**src/hdl/bhtxt_pkg.sv**
```systemverilog
// Shared types, register map and constants for the bitmap to half-block text block.
// No dependencies; every other file in hdl/ imports this package.

package bhtxt_pkg;

	// Size defaults for the top level parameters
	localparam int MAX_WIDTH_DEF  = 256;
	localparam int MAX_HEIGHT_DEF = 1024;

	// Field widths fixed by the interface
	localparam int BYTE_W   = 8;
	localparam int CODE_W   = 8;
	localparam int WIDTH_W  = 9;
	localparam int HEIGHT_W = 11;
	localparam int FBC_W    = 16;

	// One input word carries this many pixels
	localparam int LANES  = 8;
	localparam int LANE_W = 3;

	// APB register port
	localparam int CFG_AW    = 5;
	localparam int CFG_DW    = 32;
	localparam int REG_SEL_W = 3;

	typedef enum logic [REG_SEL_W-1:0] {
		REG_FRAME_WIDTH  = 3'd0,
		REG_FRAME_HEIGHT = 3'd1,
		REG_CODE_EMPTY   = 3'd2,
		REG_CODE_TOP     = 3'd3,
		REG_CODE_BOTTOM  = 3'd4,
		REG_CODE_BOTH    = 3'd5
	} reg_idx_t;

	// Register reset values
	localparam logic [WIDTH_W-1:0]  RST_FRAME_WIDTH  = 9'd8;
	localparam logic [HEIGHT_W-1:0] RST_FRAME_HEIGHT = 11'd8;
	localparam logic [CODE_W-1:0]   RST_CODE_EMPTY   = 8'd32;
	localparam logic [CODE_W-1:0]   RST_CODE_TOP     = 8'd223;
	localparam logic [CODE_W-1:0]   RST_CODE_BOTTOM  = 8'd220;
	localparam logic [CODE_W-1:0]   RST_CODE_BOTH    = 8'd219;

	localparam logic [CODE_W-1:0] NEWLINE_CODE = 8'd10;

	// Output queue between the pixel stage and the master port
	localparam int OUTQ_DEPTH = 4;
	localparam int OUTQ_PW    = 2;

	typedef struct packed {
		logic [CODE_W-1:0] code_empty;
		logic [CODE_W-1:0] code_top;
		logic [CODE_W-1:0] code_bottom;
		logic [CODE_W-1:0] code_both;
	} codes_t;

	// One pixel after expansion: what to store and what to emit
	typedef struct packed {
		logic pix;       // pixel value
		logic odd;       // pixel sits in an odd row (read the line buffer)
		logic emit_char; // a character goes out for this pixel
		logic emit_nl;   // a newline follows the character
		logic fdone;     // the newline ends the frame
		logic last;      // the final word goes out for this input word
	} pix_ev_t;

	typedef struct packed {
		logic [CODE_W-1:0] code;
		logic              fdone;
		logic              last;
	} result_t;

endpackage

```
**src/hdl/bhtxt_cfg.sv**
```systemverilog
// APB register file plus the geometry values derived from it (last column,
// last row, pixels per frame). Depends on bhtxt_pkg.

module bhtxt_cfg #(
	parameter int MAX_WIDTH  = bhtxt_pkg::MAX_WIDTH_DEF,
	parameter int MAX_HEIGHT = bhtxt_pkg::MAX_HEIGHT_DEF,
	localparam int CW  = (MAX_WIDTH > 1) ? $clog2(MAX_WIDTH) : 1,
	localparam int RW  = (MAX_HEIGHT > 1) ? $clog2(MAX_HEIGHT) : 1,
	localparam int PXW = $clog2(MAX_WIDTH * MAX_HEIGHT + 1)
) (
	input  logic                          clk,
	input  logic                          arst_n,
	input  logic                          psel,
	input  logic                          penable,
	input  logic                          pwrite,
	input  logic [bhtxt_pkg::CFG_AW-1:0]  paddr,
	input  logic [bhtxt_pkg::CFG_DW-1:0]  pwdata,
	output logic [bhtxt_pkg::CFG_DW-1:0]  prdata,
	output logic                          pready,
	output bhtxt_pkg::codes_t             codes,
	output logic [CW-1:0]                 wm1,
	output logic [RW-1:0]                 hm1,
	output logic [PXW-1:0]                pixels
);
	import bhtxt_pkg::*;

	localparam int EWW = $clog2(MAX_WIDTH + 1);
	localparam int EHW = $clog2(MAX_HEIGHT + 1);

	logic [WIDTH_W-1:0]   width_q;
	logic [HEIGHT_W-1:0]  height_q;
	codes_t               codes_q;
	logic [REG_SEL_W-1:0] reg_sel;
	logic                 wr_en;
	logic [EWW-1:0]       eff_w;
	logic [EHW-1:0]       eff_h;
	logic [EWW+EHW-1:0]   area;
	logic [CW-1:0]        wm1_q;
	logic [RW-1:0]        hm1_q;
	logic [PXW-1:0]       pixels_q;

	assign pready  = 1'b1;
	assign reg_sel = paddr[CFG_AW-1:2];
	assign wr_en   = psel & penable & pwrite & pready;

	// Register writes
	always_ff @(posedge clk or negedge arst_n) begin
		if (!arst_n) begin
			width_q             <= RST_FRAME_WIDTH;
			height_q            <= RST_FRAME_HEIGHT;
			codes_q.code_empty  <= RST_CODE_EMPTY;
			codes_q.code_top    <= RST_CODE_TOP;
			codes_q.code_bottom <= RST_CODE_BOTTOM;
			codes_q.code_both   <= RST_CODE_BOTH;
		end else if (wr_en) begin
			unique case (reg_sel)
				REG_FRAME_WIDTH:  width_q             <= pwdata[WIDTH_W-1:0];
				REG_FRAME_HEIGHT: height_q            <= pwdata[HEIGHT_W-1:0];
				REG_CODE_EMPTY:   codes_q.code_empty  <= pwdata[CODE_W-1:0];
				REG_CODE_TOP:     codes_q.code_top    <= pwdata[CODE_W-1:0];
				REG_CODE_BOTTOM:  codes_q.code_bottom <= pwdata[CODE_W-1:0];
				REG_CODE_BOTH:    codes_q.code_both   <= pwdata[CODE_W-1:0];
				default: ;
			endcase
		end
	end

	// Read back
	always_comb begin
		unique case (reg_sel)
			REG_FRAME_WIDTH:  prdata = CFG_DW'(width_q);
			REG_FRAME_HEIGHT: prdata = CFG_DW'(height_q);
			REG_CODE_EMPTY:   prdata = CFG_DW'(codes_q.code_empty);
			REG_CODE_TOP:     prdata = CFG_DW'(codes_q.code_top);
			REG_CODE_BOTTOM:  prdata = CFG_DW'(codes_q.code_bottom);
			REG_CODE_BOTH:    prdata = CFG_DW'(codes_q.code_both);
			default:          prdata = '0;
		endcase
	end

	// Zero reads as one, large values clip to the buffer size
	always_comb begin
		if (width_q == '0)
			eff_w = EWW'(1);
		else if (32'(width_q) > 32'(MAX_WIDTH))
			eff_w = EWW'(MAX_WIDTH);
		else
			eff_w = EWW'(width_q);

		if (height_q == '0)
			eff_h = EHW'(1);
		else if (32'(height_q) > 32'(MAX_HEIGHT))
			eff_h = EHW'(MAX_HEIGHT);
		else
			eff_h = EHW'(height_q);
	end

	assign area = (EWW+EHW)'(eff_w) * (EWW+EHW)'(eff_h);

	// Derived geometry, refreshed every cycle
	always_ff @(posedge clk) begin
		wm1_q    <= CW'(eff_w - EWW'(1));
		hm1_q    <= RW'(eff_h - EHW'(1));
		pixels_q <= PXW'(area);
	end

	assign codes  = codes_q;
	assign wm1    = wm1_q;
	assign hm1    = hm1_q;
	assign pixels = pixels_q;

endmodule

```
**src/hdl/bhtxt_expand.sv**
```systemverilog
// Input word register, frame position counters and the pixel bank that
// expands one word into eight pixel entries and hands them out one a cycle while ev_ready is high.
// Depends on bhtxt_pkg.

module bhtxt_expand #(
	parameter int MAX_WIDTH  = bhtxt_pkg::MAX_WIDTH_DEF,
	parameter int MAX_HEIGHT = bhtxt_pkg::MAX_HEIGHT_DEF,
	localparam int CW  = (MAX_WIDTH > 1) ? $clog2(MAX_WIDTH) : 1,
	localparam int RW  = (MAX_HEIGHT > 1) ? $clog2(MAX_HEIGHT) : 1,
	localparam int PXW = $clog2(MAX_WIDTH * MAX_HEIGHT + 1)
) (
	input  logic                          clk,
	input  logic                          arst_n,
	input  logic                          s_axis_tvalid,
	output logic                          s_axis_tready,
	input  logic [bhtxt_pkg::BYTE_W-1:0]  s_axis_tdata,
	input  logic [CW-1:0]                 wm1,
	input  logic [RW-1:0]                 hm1,
	input  logic [PXW-1:0]                pixels,
	output logic                          ev_valid,
	input  logic                          ev_ready,
	output bhtxt_pkg::pix_ev_t            ev,
	output logic [CW-1:0]                 ev_col
);
	import bhtxt_pkg::*;

	localparam int POSW = FBC_W + LANE_W;
	localparam int CMPW = (PXW > POSW) ? PXW : POSW;

	logic [BYTE_W-1:0] byte_s1;
	logic              valid_s1;
	logic [LANES-1:0]  mask_s2;
	pix_ev_t           ev_s2  [LANES];
	logic [CW-1:0]     col_s2 [LANES];
	logic [CW-1:0]     col_q;
	logic [RW-1:0]     row_q;
	logic [FBC_W-1:0]  fbc_q;

	logic [LANES-1:0]  issue_oh;
	logic [LANE_W-1:0] issue_idx;
	logic              issue;
	logic [LANES-1:0]  mask_left;
	logic              s1_move;

	logic [LANES-1:0]  mask_d;
	pix_ev_t           ev_d  [LANES];
	logic [CW-1:0]     col_d [LANES];
	logic [CW-1:0]     col_n;
	logic [RW-1:0]     row_n;
	logic              frame_end;

	// Hand out the lowest pending pixel
	assign issue_oh = mask_s2 & (~mask_s2 + LANES'(1));

	always_comb begin
		issue_idx = '0;
		for (int i = 0; i < LANES; i++) begin
			if (issue_oh[i])
				issue_idx = LANE_W'(i);
		end
	end

	assign ev_valid  = |mask_s2;
	assign ev        = ev_s2[issue_idx];
	assign ev_col    = col_s2[issue_idx];
	assign issue     = ev_valid & ev_ready;
	assign mask_left = issue ? (mask_s2 & ~issue_oh) : mask_s2;

	// The bank reloads once its last pixel leaves
	assign s1_move       = valid_s1 & (mask_left == '0);
	assign s_axis_tready = ~valid_s1 | s1_move;

	// Walk the eight pixels of the word through the row/column counters
	always_comb begin
		logic [CW-1:0]   col_v;
		logic [RW-1:0]   row_v;
		logic [POSW-1:0] pos;
		logic            final_row;
		logic            row_end;
		logic            seen;

		col_v = col_q;
		row_v = row_q;
		for (int i = 0; i < LANES; i++) begin
			pos       = {fbc_q, LANE_W'(i)};
			final_row = (row_v >= hm1);
			row_end   = (col_v >= wm1);
			mask_d[i] = (CMPW'(pos) < CMPW'(pixels));
			col_d[i]  = col_v;
			ev_d[i].pix       = byte_s1[LANES-1-i];
			ev_d[i].odd       = row_v[0];
			ev_d[i].emit_char = row_v[0] | final_row;
			ev_d[i].emit_nl   = row_end & (row_v[0] | final_row);
			ev_d[i].fdone     = final_row;
			ev_d[i].last      = 1'b0;
			if (mask_d[i]) begin
				if (row_end) begin
					col_v = '0;
					row_v = final_row ? '0 : RW'(row_v + RW'(1));
				end else begin
					col_v = CW'(col_v + CW'(1));
				end
			end
		end
		col_n = col_v;
		row_n = row_v;

		// Mark the pixel that produces the word's final output
		seen = 1'b0;
		for (int i = LANES - 1; i >= 0; i--) begin
			ev_d[i].last = mask_d[i] & ev_d[i].emit_char & ~seen;
			seen = seen | (mask_d[i] & ev_d[i].emit_char);
		end
	end

	assign frame_end = (CMPW'(fbc_q) >= CMPW'(pixels >> 3));

	// Control: stage valids and frame position
	always_ff @(posedge clk or negedge arst_n) begin
		if (!arst_n) begin
			valid_s1 <= 1'b0;
			mask_s2  <= '0;
			col_q    <= '0;
			row_q    <= '0;
			fbc_q    <= '0;
		end else begin
			if (s_axis_tready)
				valid_s1 <= s_axis_tvalid;
			mask_s2 <= s1_move ? mask_d : mask_left;
			if (s1_move) begin
				if (frame_end) begin
					col_q <= '0;
					row_q <= '0;
					fbc_q <= '0;
				end else begin
					col_q <= col_n;
					row_q <= row_n;
					fbc_q <= FBC_W'(fbc_q + FBC_W'(1));
				end
			end
		end
	end

	// Payload
	always_ff @(posedge clk) begin
		if (s_axis_tready & s_axis_tvalid)
			byte_s1 <= s_axis_tdata;
		if (s1_move) begin
			for (int i = 0; i < LANES; i++) begin
				ev_s2[i]  <= ev_d[i];
				col_s2[i] <= col_d[i];
			end
		end
	end

endmodule

```
**src/hdl/bhtxt_render.sv**
```systemverilog
// Line buffer, pixel stage that picks the character code, and the small
// output queue feeding the master port. Depends on bhtxt_pkg.

module bhtxt_render #(
	parameter int MAX_WIDTH = bhtxt_pkg::MAX_WIDTH_DEF,
	localparam int CW = (MAX_WIDTH > 1) ? $clog2(MAX_WIDTH) : 1
) (
	input  logic                          clk,
	input  logic                          arst_n,
	input  logic                          ev_valid,
	output logic                          ev_ready,
	input  bhtxt_pkg::pix_ev_t            ev,
	input  logic [CW-1:0]                 ev_col,
	input  bhtxt_pkg::codes_t             codes,
	output logic                          m_axis_tvalid,
	input  logic                          m_axis_tready,
	output logic [bhtxt_pkg::CODE_W-1:0]  m_axis_tdata,
	output logic                          m_axis_tuser,
	output logic                          m_axis_tlast
);
	import bhtxt_pkg::*;

	logic        line_mem [0:MAX_WIDTH-1];
	logic        fire;
	logic        valid_s3;
	pix_ev_t     ev_s3;
	logic        upper_s3;

	result_t              outq_q [OUTQ_DEPTH];
	logic [OUTQ_PW-1:0]   wr_ptr_q;
	logic [OUTQ_PW-1:0]   rd_ptr_q;
	logic [OUTQ_PW:0]     count_q;
	logic [OUTQ_PW-1:0]   wr_nxt;
	logic [1:0]           push_n;
	logic                 pop;
	logic [CODE_W-1:0]    char_code;
	result_t              res_a;
	result_t              res_b;
	result_t              head;

	// Take a pixel only if the queue can absorb two more words after this cycle
	assign ev_ready = ((count_q + (OUTQ_PW+1)'(push_n)) <= (OUTQ_PW+1)'(OUTQ_DEPTH - 2));
	assign fire     = ev_valid & ev_ready;

	// Line buffer: even rows write, odd rows read the pixel above
	always_ff @(posedge clk) begin
		if (fire) begin
			if (!ev.odd)
				line_mem[ev_col] <= ev.pix;
			upper_s3 <= line_mem[ev_col];
			ev_s3    <= ev;
		end
	end

	always_ff @(posedge clk or negedge arst_n) begin
		if (!arst_n)
			valid_s3 <= 1'b0;
		else
			valid_s3 <= fire;
	end

	// Character select
	always_comb begin
		if (ev_s3.odd && upper_s3)
			char_code = ev_s3.pix ? codes.code_both : codes.code_top;
		else if (ev_s3.odd)
			char_code = ev_s3.pix ? codes.code_bottom : codes.code_empty;
		else
			char_code = ev_s3.pix ? codes.code_top : codes.code_empty;
	end

	always_comb begin
		res_a.code  = char_code;
		res_a.fdone = 1'b0;
		res_a.last  = ev_s3.last & ~ev_s3.emit_nl;
		res_b.code  = NEWLINE_CODE;
		res_b.fdone = ev_s3.fdone;
		res_b.last  = ev_s3.last;
	end

	assign push_n = 2'(valid_s3 & ev_s3.emit_char)
	              + 2'(valid_s3 & ev_s3.emit_char & ev_s3.emit_nl);
	assign wr_nxt = OUTQ_PW'(wr_ptr_q + OUTQ_PW'(1));
	assign pop    = m_axis_tvalid & m_axis_tready;

	// Output queue storage
	always_ff @(posedge clk) begin
		if (push_n != 2'd0)
			outq_q[wr_ptr_q] <= res_a;
		if (push_n == 2'd2)
			outq_q[wr_nxt] <= res_b;
	end

	// Output queue pointers
	always_ff @(posedge clk or negedge arst_n) begin
		if (!arst_n) begin
			wr_ptr_q <= '0;
			rd_ptr_q <= '0;
			count_q  <= '0;
		end else begin
			wr_ptr_q <= OUTQ_PW'(wr_ptr_q + OUTQ_PW'(push_n));
			rd_ptr_q <= OUTQ_PW'(rd_ptr_q + OUTQ_PW'(pop));
			count_q  <= (OUTQ_PW+1)'(count_q + (OUTQ_PW+1)'(push_n) - (OUTQ_PW+1)'(pop));
		end
	end

	assign head          = outq_q[rd_ptr_q];
	assign m_axis_tvalid = (count_q != '0);
	assign m_axis_tdata  = head.code;
	assign m_axis_tuser  = head.fdone;
	assign m_axis_tlast  = head.last;

endmodule

```
**src/hdl/bitmap_to_halfblock_text.sv**
```systemverilog
// Top level: packed 1-bit bitmap frames in, half-block character codes out.
// Depends on bhtxt_pkg, bhtxt_cfg, bhtxt_expand and bhtxt_render.
//
// Usage
//   Slave stream: one word = eight pixels, MSB first; rows run on across
//   words. A frame is floor(W*H/8)+1 words; bits past W*H are padding.
//   Master stream: one word per character code; newline code after each row
//   pair (and after an unpaired final row), tuser set on the newline that ends
//   the frame, tlast on the last word caused by an input word.
//   APB: registers at byte offsets 0x00 width, 0x04 height, 0x08..0x14 codes
//   for empty, top, bottom and both; write only while the streams are idle.
// Flow
//   An input word passes the input word register, the pixel bank, the pixel
//   stage and the output queue. The pixel stage takes one pixel per cycle while
//   the queue has room; the master port drains one word per cycle while
//   m_axis_tready is high. An input word yields at most 8 pixels and 16 words.
// Reset clears the frame position, the pipeline and the output queue, and
//   loads the register defaults (8x8, codes 32/223/220/219).
// When the receiver stalls, a 4-word output queue fills, then the pixel stage
//   and the input word register hold and s_axis_tready drops.

module bitmap_to_halfblock_text #(
	parameter int MAX_WIDTH  = bhtxt_pkg::MAX_WIDTH_DEF,
	parameter int MAX_HEIGHT = bhtxt_pkg::MAX_HEIGHT_DEF
) (
	input  logic                          clk,
	input  logic                          arst_n,
	// APB configuration
	input  logic                          psel,
	input  logic                          penable,
	input  logic                          pwrite,
	input  logic [bhtxt_pkg::CFG_AW-1:0]  paddr,
	input  logic [bhtxt_pkg::CFG_DW-1:0]  pwdata,
	output logic [bhtxt_pkg::CFG_DW-1:0]  prdata,
	output logic                          pready,
	// Pixel words in
	input  logic                          s_axis_tvalid,
	output logic                          s_axis_tready,
	input  logic [bhtxt_pkg::BYTE_W-1:0]  s_axis_tdata,  // [7:0] pixel_byte
	// Characters out
	output logic                          m_axis_tvalid,
	input  logic                          m_axis_tready,
	output logic [bhtxt_pkg::CODE_W-1:0]  m_axis_tdata,  // [7:0] char_code
	output logic                          m_axis_tuser,  // [0] frame_done
	output logic                          m_axis_tlast
);
	import bhtxt_pkg::*;

	localparam int CW  = (MAX_WIDTH > 1) ? $clog2(MAX_WIDTH) : 1;
	localparam int RW  = (MAX_HEIGHT > 1) ? $clog2(MAX_HEIGHT) : 1;
	localparam int PXW = $clog2(MAX_WIDTH * MAX_HEIGHT + 1);

	codes_t         codes;
	logic [CW-1:0]  wm1;
	logic [RW-1:0]  hm1;
	logic [PXW-1:0] pixels;
	logic           ev_valid;
	logic           ev_ready;
	pix_ev_t        ev;
	logic [CW-1:0]  ev_col;

	bhtxt_cfg #(
		.MAX_WIDTH  (MAX_WIDTH),
		.MAX_HEIGHT (MAX_HEIGHT)
	) u_cfg (
		.clk     (clk),
		.arst_n  (arst_n),
		.psel    (psel),
		.penable (penable),
		.pwrite  (pwrite),
		.paddr   (paddr),
		.pwdata  (pwdata),
		.prdata  (prdata),
		.pready  (pready),
		.codes   (codes),
		.wm1     (wm1),
		.hm1     (hm1),
		.pixels  (pixels)
	);

	bhtxt_expand #(
		.MAX_WIDTH  (MAX_WIDTH),
		.MAX_HEIGHT (MAX_HEIGHT)
	) u_expand (
		.clk           (clk),
		.arst_n        (arst_n),
		.s_axis_tvalid (s_axis_tvalid),
		.s_axis_tready (s_axis_tready),
		.s_axis_tdata  (s_axis_tdata),
		.wm1           (wm1),
		.hm1           (hm1),
		.pixels        (pixels),
		.ev_valid      (ev_valid),
		.ev_ready      (ev_ready),
		.ev            (ev),
		.ev_col        (ev_col)
	);

	bhtxt_render #(
		.MAX_WIDTH (MAX_WIDTH)
	) u_render (
		.clk           (clk),
		.arst_n        (arst_n),
		.ev_valid      (ev_valid),
		.ev_ready      (ev_ready),
		.ev            (ev),
		.ev_col        (ev_col),
		.codes         (codes),
		.m_axis_tvalid (m_axis_tvalid),
		.m_axis_tready (m_axis_tready),
		.m_axis_tdata  (m_axis_tdata),
		.m_axis_tuser  (m_axis_tuser),
		.m_axis_tlast  (m_axis_tlast)
	);

endmodule

```
**config.mk**
```make
export PLATFORM = sky130hd
export DESIGN_NAME = bitmap_to_halfblock_text
export DESIGN_NICKNAME = d
export VERILOG_FILES = /design/src/hdl/bhtxt_pkg.sv /design/src/hdl/bhtxt_cfg.sv /design/src/hdl/bhtxt_expand.sv /design/src/hdl/bhtxt_render.sv /design/src/hdl/bitmap_to_halfblock_text.sv
export SDC_FILE = /design/constraint.sdc
export NUM_CORES = 2
export LEC_CHECK = 0
export BUFFER_PORTS_ARGS = -buffer_cell sky130_fd_sc_hd__buf_2
export CAP_MARGIN = 20
export CELL_PAD_IN_SITES_DETAIL_PLACEMENT = 0
export CELL_PAD_IN_SITES_GLOBAL_PLACEMENT = 1
export CORE_MARGIN = 2
export CORE_UTILIZATION = 34
export CTS_CLUSTER_DIAMETER = 30
export CTS_CLUSTER_SIZE = 10
export DETAILED_ROUTE_END_ITERATION = 12
export GPL_TIMING_DRIVEN = 0
export PLACE_DENSITY_LB_ADDON = 0.1
export SYNTH_ARGS = -nofsm -noshare
export SYNTH_HDL_FRONTEND = slang
export SYNTH_HIERARCHICAL = 1
export SYNTH_SLANG_ARGS = --single-unit
```
**constraint.sdc**
```tcl
create_clock -name clk -period 18.5 [get_ports clk]
set_input_delay 0.925 -clock clk [delete_from_list [all_inputs] [get_ports clk]]
set_output_delay 0.925 -clock clk [all_outputs]
set_load 0.01 [all_outputs]
```
# Word-level counts from Yosys, hierarchy flattened
# Memory sizes are Yosys's and may differ from the RTL's. A register that Yosys moved wholly into a read port is not among the register bits.
# Index checks and enable logic that the tools add are counted.
# W data, S select, Z words.
[word_totals] output_inout_bits=45 elab_cells=235 memories=4 ram_bits=408 ff_bits=154
[memory_table] memory="u_render.line_mem" depth=256 width=1 read_ports=1 rd_clocked_by_memory_dff=1 wr=1 line_no="bhtxt_render.sv:23" rtl="logic line_mem [0:MAX_WIDTH-1];"
[memory_table] memory="u_expand.col_s2" depth=8 width=8 read_ports=1 rd_clocked_by_memory_dff=0 wr=8 line_no="bhtxt_expand.sv:34" rtl="logic [CW-1:0] col_s2 [LANES];"
[memory_table] memory="u_expand.ev_s2" depth=8 width=6 read_ports=1 rd_clocked_by_memory_dff=0 wr=8 line_no="bhtxt_expand.sv:33" rtl="pix_ev_t ev_s2 [LANES];"
[memory_table] memory="u_render.outq_q" depth=4 width=10 read_ports=1 rd_clocked_by_memory_dff=0 wr=2 line_no="bhtxt_render.sv:29" rtl="result_t outq_q [OUTQ_DEPTH];"
[op_classes] n_addsub=26 reduce_logical=14 mux=71 multipliers=1 bitwise_logic=60 n_lt_le_gt_ge=28 n_eq_ne=6
[ops] cell="$mux W10" count=25
[ops] cell="$mux W8" count=24
[ops] cell="$lt A19 B19 Y1" count=8
[ops] cell="$add A10 B1 Y10 const B" count=8
[ops] cell="$ge A10 B10 Y1" count=8
[ops] cell="$add A8 B1 Y8 const B" count=9
[ops] cell="$pmux W11 S6" count=1
[ops] cell="$ge A8 B8 Y1" count=8
[ops] cell="$and A1 B1 Y1" count=31
[ops] cell="$mux W11" count=2
[ops] cell="$mul A9 B11 Y19" count=1
[ops] cell="$mux W3" count=6
[ops] cell="$mux W9" count=2
[ops] cell="$add A16 B1 Y16 const B" count=1
[ops] cell="$and A8 B8 Y8" count=2
[ops] cell="$ge A16 B16 Y1" count=1
[ops] cell="$mux W16" count=1
[ops] cell="$not A8 Y8" count=2
[ops] cell="$or A1 B1 Y1" count=15
[ops] cell="$reduce_and A2 Y1" count=6
[ops] cell="$gt A11 B11 Y1 const B" count=1
[ops] cell="$logic_not A11 Y1" count=1
[ops] cell="$mux W1" count=10
[ops] cell="$sub A10 B1 Y10 const B" count=1
[ops] cell="21 further kinds" count=32

# Logic depth before layout (Yosys ltp)
[depth] ltp_word=39 mapped_depth=98

# Cells and area by module
# The synthesis kept the hierarchy.
[modules_own_cells] module="bhtxt_expand" n_inst=1 cells_each=1738 area_each_um2=14980.6 seq_area_each_um2=4679.5
[modules_own_cells] module="bhtxt_render" n_inst=1 cells_each=995 area_each_um2=13494.2 seq_area_each_um2=8978.6
[modules_own_cells] module="bhtxt_cfg" n_inst=1 cells_each=684 area_each_um2=6781.5 seq_area_each_um2=2068.2

# Worst setup path before layout
# Ideal clock, no wire load.
[synth_timing] path_kind="flip-flop to flip-flop" start="reg u_expand.fbc_q[14]" end="mem u_expand/ev_s2[0][0] (netlist name) (data pin)" setup_time_ns=0.207 n_path_buf=4 path_stages_with_launch=92 period_less_slack_ns=17.696 t_required_ns=18.293 t_arrival_ns=17.489 path_slack_ns=0.804 cell_sequence="dfrtp_1 ha_1 a21oi_1 nand2_1 a221o_1 or4_1 clkbuf_1 o21a_1 o21ai_1 inv_1 ha_1 o2111ai_1 o21ai_0 nand2_1 nor2_1 clkbuf_1 a211oi_1 nor2_1 [56 not listed] nand2b_1 a21o_1 a21o_1 a21oi_1 nor2b_1 o21ai_0 nand2b_1 a21oi_1 nor2b_1 o21ai_0 nand2b_1 a21oi_1 inv_1 nor2_1 o21ai_0 a21oi_1 nand4_1 a2111oi_0"
[synth_lines] element="from (decl)" line_no="bhtxt_expand.sv:37" rtl="logic [FBC_W-1:0] fbc_q;"
[synth_lines] element="from (signal assigned)" line_no="bhtxt_expand.sv:138" rtl="fbc_q <= FBC_W'(fbc_q + FBC_W'(1));"
[synth_lines] element="to (decl)" line_no="bhtxt_expand.sv:33"

==> flow_metrics.tcl <==
set metrics [dict create \
    fin_crit_sh_pct 95.8 \
    max_freq_mhz 56.4 \
    yosysTopAreaCellShare_pct 33.3 \
    clk_pin_slew_ns 0.04 \
    root_buffer "clkbuf_16" \
    fillers 9864 \
    synth_area_um2 35300 \
    cp.arrival_ns 18.22 \
    grt_pass1_vias 28200 \
    drt_iter0_drc 1960 \
    layout.nets 4083 \
    wl_per_cell_um 21.7 \
    slew_headroom_pct 21.9 \
    yosys_warnings 6 \
    port_buffers 51 \
    status "complete, no violations" \
    routed_wl_um 114000 \
    reg2reg_from "u_expand/fbc_q[9]$_DFFE_PN0P_" \
    period_needed_ns 17.72 \
    reg2reg_slack_ns 0.78 \
    end_kind "flop" \
    grt_start_max_net_pins 71 \
    synth.distinct_cells 114 \
    cts_max_level 4 \
    yosysTopAreaCell "edfxtp_1" \
    synthTopCellsByArea "edfxtp_1 (33%), ha_1 (7.9%), dfrtp_1 (5.8%)" \
    grtUsageTotal_pct 21.4 \
    dieHeight_um 326 \
    postCtsHoldBufs 0 \
    worstMarginPinSlew_ns 1.16 \
    slowest_stage "or4_4" \
    r2r_end "u_expand/ev_s2[0][0]$_DFFE_PP_" \
    critPathLaunchType "flop" \
    reg2reg_depth 94 \
    crit_fanout 10 \
    cts_sinks 563 \
    drc 0 \
    viasPerCell 5.26 \
    gr-total-overflow 0 \
    synthArstFlopShare_pct 18.3 \
    critPathTopFamily "compound AO/OA/AOI/OAI gates" \
    initial_core_util_pct 34.2 \
    design.die.area_um2 106000 \
    finalMaxSlewViolations 0 \
    synth_edf_count 391 \
    hold_viol 0 \
    ant_nets 0 \
    fin_skew_ns 0.0509 \
    layout-drive-gt1-share_pct 20.8 \
    final_cell_mix "nor2_1 (462), edfxtp_1 (391), nand2_1 (357)" \
    rows 118 \
    die_w_um 326 \
    first_pass_iters 7 \
    drv_cap 0 \
    ys.flop_type "edfxtp_1" \
    crit_required_ns 19.00 \
    core_um2 103000 \
    ctsLongestPathBuffers 3 \
    layout_commonest_cell "nor2_1" \
    crit_top_cell "a21o_1" \
    ys_seq_elements 563 \
    syn_area_per_cell_um2 10.3 \
    path_class "reg -> reg" \
    dp_hpwl_um 85400 \
    yosysSeqAreaShare_pct 44.6 \
    place_congestion 0.865 \
    cts_made_buffers 144 \
    vias 27600 \
    hold_class "in -> async" \
    finalSetupViolations 0 \
    ios 97 \
    areaGrowthSynthToFinish_pct 25.7 \
    antenna_found_initial 7 \
    crit_buf_inv 11 \
    dp_slack_ns -4.96 \
    clkLatencyLatePin_ns 0.72 \
    tritoncts "yes" \
    finalWorstSetupSlack_ns 0.782 \
    netlist_instances 3417 \
    grt_pass1_wl_um 173000 \
    crit_path_max_incr_delay_ns 0.47 \
]
-- sequential cells by signal, indices dropped and copies added (netlist names), 2 cells and up --
signal             cells
u_render/line_mem    256
u_expand/col_s2       64
u_expand/ev_s2        48
u_render/outq_q       40
u_cfg/codes           32
u_cfg/pixels          19
u_expand/fbc_q        16
u_cfg/height_q        11
u_cfg/hm1             10
u_expand/row_q        10
u_cfg/width_q          9
u_cfg/wm1              8
u_expand/byte_s1       8
u_expand/col_q         8
u_expand/mask_s2       8
u_render/ev_s3         6
u_render/count_q       3
u_render/rd_ptr_q      2
u_render/wr_ptr_q      2
-- layout make-up --
cell class	instances	area [um2]	area share (%)
multi-input combinational	2478	18900	42.6
sequential	563	15700	35.5
clock buffer	182	3910	8.82
tap	1380	1730	3.90
timing repair buffer	167	1290	2.91
clock inverter	86	1030	2.33
inverter	222	880	1.98
buffer	168	847	1.91
antenna	2	5.00	0.0113
-- routing by layer --
| metal | global-route usage [%] | wire length [um] | vias to the layer above |
|---|---|---|---|
| met5 | 0 | 22 | - |
| met4 | 8.89 | 4480 | 4 |
| met3 | 3.66 | 4920 | 194 |
| met2 | 35.7 | 54700 | 664 |
| met1 | 27.5 | 49800 | 13700 |
| li1 | - | - | 13000 |
-- cells in the mapped netlist, types with 36 or more instances --
master	number
o21ai_0	117
mux2_1	36
fa_1	64
mux2i_1	38
clkbuf_1	120
edfxtp_1	391
nand2_1	365
inv_1	216
nand3_1	126
nor2b_1	40
a21o_1	67
a21oi_1	105
a22oi_1	40
dfxtp_1	69
nor2_1	474
nand2b_1	45
xnor2_1	59
dfrtp_1	82
nor3_1	52
ha_1	223
mux4_2	75
-- per-stage QoR --
stage	instance area, um2	cells	hold slack (ns)	utilization (%)	TNS [ns]
2_1_floorplan	35300	3437	0.400	-	0
3_3_place_gp	37300	4868	0.407	36.2	-765.78
3_5_place_dp	37500	4879	0.405	36.4	-126.41
4_1_cts	43400	5178	0.197	42.0	0
5_1_grt	44300	5247	0.217	42.9	-0.289
6_report	44300	5248	0.210	42.9	0
-- worst register-to-register path: cells and delay by family (launching register included) --
family,cells,cell delay (ns)
buffers and inverters,11,1.44
multiplexers,2,0.42
flip-flops,1,0.42
adder cells (fa/ha/maj),8,2.13
AO/OA/AOI/OAI,51,9.93
XOR/XNOR,1,0.26
AND/OR/NAND/NOR,21,2.94
-- cell families after synthesis --
kind of cell,share of synthesized area [%]
flops,44.6
compound gates,11.3
buf+inv,4.67
other cells,0.0213
fa+ha+maj,11.6
xor+xnor,2.33
mux,7.88
simple gates,17.6
-- worst max path at each step --
stage | start | end | slack (ns) | depth (start not counted)
after floorplan | u_expand/fbc_q[14]$_DFFE_PN0P_ | u_expand/ev_s2[0][0]$_DFFE_PP_ | 0.80 | 91
after global placement | u_expand/col_q[0]$_DFFE_PN0P_ | u_expand/ev_s2[0][0]$_DFFE_PP_ | -4.70 | 91
after detailed placement | u_expand/col_q[0]$_DFFE_PN0P_ | u_expand/ev_s2[0][0]$_DFFE_PP_ | -4.96 | 93
after CTS | u_expand/fbc_q[14]$_DFFE_PN0P_ | u_expand/ev_s2[0][0]$_DFFE_PP_ | 0.007 | 91
after global routing | u_expand/fbc_q[14]$_DFFE_PN0P_ | u_expand/ev_s2[0][0]$_DFFE_PP_ | -0.12 | 89
final | u_expand/fbc_q[9]$_DFFE_PN0P_ | u_expand/ev_s2[0][0]$_DFFE_PP_ | 0.78 | 94
-- timing repair --
item	4_1_cts	5_1_grt
buffers inserted	36	66
cloned	0	0
resized for setup	145	118
pin swaps	26	56
endpoints found under the setup margin	41	29
Power is not shown: default switching activity piles up to over one toggle a cycle in this logic, so the estimate is an artifact.
